[src/sv/tme_ram.sv]
// ----------------------------------------------------------------------------
// tme_ram: generic simple dual-port RAM
// One write port and one read port with registered read data.
// ----------------------------------------------------------------------------
module tme_ram #(
  parameter int WIDTH = 8,
  parameter int DEPTH = 256,
  localparam int AW = $clog2(DEPTH)
) (
  input  logic             clk,
  input  logic             we,
  input  logic [AW-1:0]    waddr,
  input  logic [WIDTH-1:0] wdata,
  input  logic             re,
  input  logic [AW-1:0]    raddr,
  output logic [WIDTH-1:0] rdata
);

  logic [WIDTH-1:0] mem [DEPTH];

  always_ff @(posedge clk) begin
    if (we) begin
      mem[waddr] <= wdata;
    end
    if (re) begin
      rdata <= mem[raddr];
    end
  end

endmodule

[config.mk]
export PLATFORM = sky130hd
export DESIGN_NAME = tme_ram
export DESIGN_NICKNAME = d
export VERILOG_FILES = /design/src/sv/tme_ram.sv
export SDC_FILE = /design/constraint.sdc
export NUM_CORES = 2
export LEC_CHECK = 0
export ABC_AREA = 1
export BUFFER_PORTS_ARGS = -buffer_cell sky130_fd_sc_hd__buf_2
export CAP_MARGIN = 5
export CORE_UTILIZATION = 35
export CTS_CLUSTER_SIZE = 28
export DETAILED_ROUTE_END_ITERATION = 8
export HOLD_SLACK_MARGIN = 0.05
export SKIP_LAST_GASP = 1
export SLEW_MARGIN = 25
export SYNTH_ARGS = -nofsm -noshare
export SYNTH_HDL_FRONTEND = slang
export SYNTH_SLANG_ARGS = --single-unit
[constraint.sdc]
create_clock -name clk -period 5.1 [get_ports clk]
set_input_delay 0.51 -clock clk [delete_from_list [all_inputs] [get_ports clk]]
set_output_delay 0.51 -clock clk [all_outputs]
set_load 0.05 [all_outputs]
Word-level counts from Yosys, hierarchy flattened
Memories as Yosys holds them, arrays and structs flattened. A register that Yosys moved wholly into a read port is not among the register bits. Index checks and enable logic that the tools add are counted.

Register bits: 0. Latch bits: 0. Memory bits (writable): 2048. ROM bits: 0. Bits of input ports: 27. Word-level logic and storage cells: 3. Memories: 1.

$add $sub $neg: 0. Multiply operators: 0. Div/mod/pow operators: 0. Order comparisons: 0. Eq/ne operators: 0. Shift operators: 0. Muxes and demuxes: 2. Bitwise operators: 0. Reduce and logical (&&, ||, !) cells: 0.

Memory list: mem (depth 256, bits a word 8, read ports 1, clocked after Yosys merged registers in 1, wr ports 1, line 19) `logic [WIDTH-1:0] mem [DEPTH];`.

Operators with widths (count): 1-bit 2-to-1 mux (2).

Logic depth before layout (Yosys ltp)
Depth in word-level cells: 2. Depth in mapped cells: 15.

Worst setup path after synthesis
OpenSTA, ideal clock, no wires.

Kind: input to register. Start: input we. End: memory mem[162][0], enable pin. Library setup time: 0.370 ns. Arrival time: 1.631 ns. Data required time: 4.730 ns. Path slack: 3.099 ns. Cell stages on the path: 4. Buffers on the path: 2. Path through: clkbuf_1 > nand3_1 > clkbuf_1 > nor2_1.

Longest elaborated chain between the ends: 2.

Ends and longest elaborated chain: start: declaration (line 11) `input logic we,`; 1-bit 2-to-1 mux (line 22) `if (we) begin`; 1-bit 2-to-1 mux (implied by the code) (line 23) `mem[waddr] <= wdata;`; end: declaration (line 19).

No other way between the ends.

==> results.json <==
{
  "status": "complete, no violations",
  "grt_pass1_wl_um": 347000,
  "fin_crit_sh_pct": 63.3,
  "grt_start_max_net_pins": 164,
  "setup_viol": 0,
  "die-height_um": 490,
  "clockBufferDepth": 3,
  "rows": 178,
  "yosysTopAreaCellShare_pct": 74.0,
  "crit_end": "rdata[5]",
  "dpl_cell_area_sq_um": 86700,
  "numCtsBuffers": 192,
  "root_buffer": "clkbuf_16",
  "die_area_sq_um": 240000,
  "synth.distinct_cells": 13,
  "via_per_inst": 5.33,
  "max_freq_mhz": 310,
  "vias": 54300,
  "critPathKind": "in2reg",
  "cap_viol_max_count": 0,
  "fin_skew_ns": 0.0387,
  "layout-drive-gt1-share_pct": 6.21,
  "crit_fanout": 147,
  "yosys.area.top_type": "edfxtp_1",
  "clock-sinks": 2056,
  "slew_viol_final": 0,
  "ys_warn_count": 0,
  "postRouteAntennaNets": 0,
  "wirelength_um": 235000,
  "antenna_found_initial": 12,
  "synth_compound_area_share_pct": 0,
  "final_cell_mix": "nand2_1, edfxtp_1, nand3_1",
  "num_io_pins": 35,
  "p_clk_share_pct": 40.6,
  "synthTopCellsByArea": "edfxtp_1, nand3_1, nand2_1",
  "dp_hpwl_um": 133000,
  "setup_tns_ns": 0,
  "critPathLaunchType": "input port",
  "hold_viol_final": 0,
  "area_growth_pct": 11.3,
  "p_int_mw": 27.1,
  "switchingPower_mw": 7.92,
  "rsz0062_at_grt": "no",
  "synthCells": 7003,
  "vdd_ir_drop_max_mv": 0.393,
  "ys_seq_area_share_pct": 74.0,
  "hold_ws_ns": 0.157,
  "critPathLaunch": "raddr[0]",
  "syn-cell-area_sq_um": 83500,
  "cts_tree": "done",
  "r2r_end": "rdata[5]",
  "clk_pin_slew_ns": 0.06,
  "p_sw_share_pct": 22.6,
  "critical_path_arrival_ns": 3.93,
  "worst_pin_slew_ns": 1.11,
  "fin_crit_ns": 3.23,
  "first_pass_iters": 8,
  "synth_xor_area_share_pct": 0,
  "final_common_cell": "nand2_1",
  "synthAdderAreaFrac_pct": 0,
  "grt_usage_pct": 19.1,
  "cts_resized": 0,
  "rr_worst_depth": 10,
  "combPwrFrac_pct": 6.2,
  "fin_nets": 6908,
  "required_ns": 5.81,
  "relSlewSlack_pct": 26.1,
  "grt_overflow": 0,
  "p_leak_nw": 31.6,
  "drc_errors": 0,
  "wl_per_cell_um": 23.1,
  "r2r-start": "mem[135][5]",
  "synthMuxAreaShare_pct": 0,
  "critPathCaptureType": "register",
  "r2r_slack_ns": 2.68,
  "yosys_register_bits": 2056,
  "stdcell_area_sq_um": 92900,
  "routabilityCongestion": 0.872,
  "ctsHtreeMaxLevel": 4,
  "start_util_pct": 35.4,
  "port_buffers": 34,
  "synthSimpleGateAreaFrac_pct": 22.9,
  "power_density_nw_per_um2": 377,
  "synth_top_family_by_area": "simple AND/OR/NAND/NOR gates",
  "syn_nets": 7030,
  "hold_class": "in2reg",
  "die_x_um": 490,
  "fp.coreArea_sq_um": 236000,
  "power_frac_seq_pct": 53.2,
  "clk-insertion-delay-late_ns": 0.85,
  "grt_pass1_vias": 52100,
  "synth.avg_cell_area_sq_um": 11.9,
  "drt_iter0_markers": 6402
}
==> through the flow <==
step           setup WS, ns  total power [mW]  utilization (%)  instances
2_1_floorplan          3.10              20.2                -       7003
3_3_place_gp           1.26              21.1             36.7       9836
3_5_place_dp           1.22              21.2             36.7       9836
4_1_cts                2.12              35.2             39.4      10200
5_1_grt                1.85              36.0             39.4      10200
6_report               1.87              35.1             39.4      10200
==> area by class of cell <==
cell class              count  area [sq um]
inverters                  39           180
clock inverters           116          1120
diodes                      5          12.5
repair buffers            167          1710
clock buffers             239          5070
multi-input cells        4425         19100
fillers                 22200        143000
flip-flops and latches   2056         61700
well taps                3150          3940
==> synthesized netlist by cell type <==
cell and instances:
buf_8 1, nor2_1 283, edfxtp_1 2056, clkbuf_1 112
nand3_1 2019, inv_4 1, inv_2 2, nand2_1 2123
buf_4 46, buf_6 16, inv_1 36, buf_2 268
buf_1 40
==> layer usage <==
layer | wire length (um) | track usage [%]
met1 | 95900 | 25.7
met3 | 19000 | 3.26
met2 | 111000 | 30.8
met5 | 0 | 0
met4 | 9310 | 7.60
==> worst min-delay path by stage <==
stage | startpoint | end | slack, ns | depth (start not counted)
4_1_cts | re | rdata[4] | 0.11 | 1
3_3_place_gp | wdata[5] | mem[97][5] | 0.94 | 1
2_1_floorplan | wdata[0] | mem[0][0] | 0.61 | 0
6_report | wdata[2] | mem[101][2] | 0.16 | 1
5_1_grt | re | rdata[5] | 0.12 | 1
3_5_place_dp | wdata[5] | mem[97][5] | 0.94 | 1
==> state kept, by name, summed over array words and instances, names as in the netlist <==
signal	flops
mem	2048
rdata	8
==> timing repair <==
item                      CTS  global route
hold endpoints to repair   16             0
setup buffers               0             0
hold buffers                1             0
==> cells by family after synthesis <==
kind of cell,count (synthesis)
AND/OR/NAND/NOR,4425
flip-flops,2056
buffers and inverters,522
==> worst max-delay path, cell delays in order <==
cell and delay [ns]:
buf_8 0.20, inv_16 0.65, buf_4 0.57, nand2_1 0.09, nand3_1 0.12, nand3_1 0.10
nand3_1 0.10, nand3_1 0.15, nand3_1 0.24, nand3_1 0.33, nand2_1 0.42, nand2_1 0.09
nand2_1 0.09
==> power by group through the flow <==
stage / clock network, mW / logic (mW) / registers [mW]
finish: 14.2 / 2.17 / 18.6
global route: 15.0 / 2.32 / 18.6
CTS: 14.4 / 2.16 / 18.6
detailed placement: 0 / 2.15 / 19.0
global placement: 0 / 2.13 / 19.0
floorplan: 0 / 1.15 / 19.0
No activity file was read; power rests on OpenSTA's default activity.
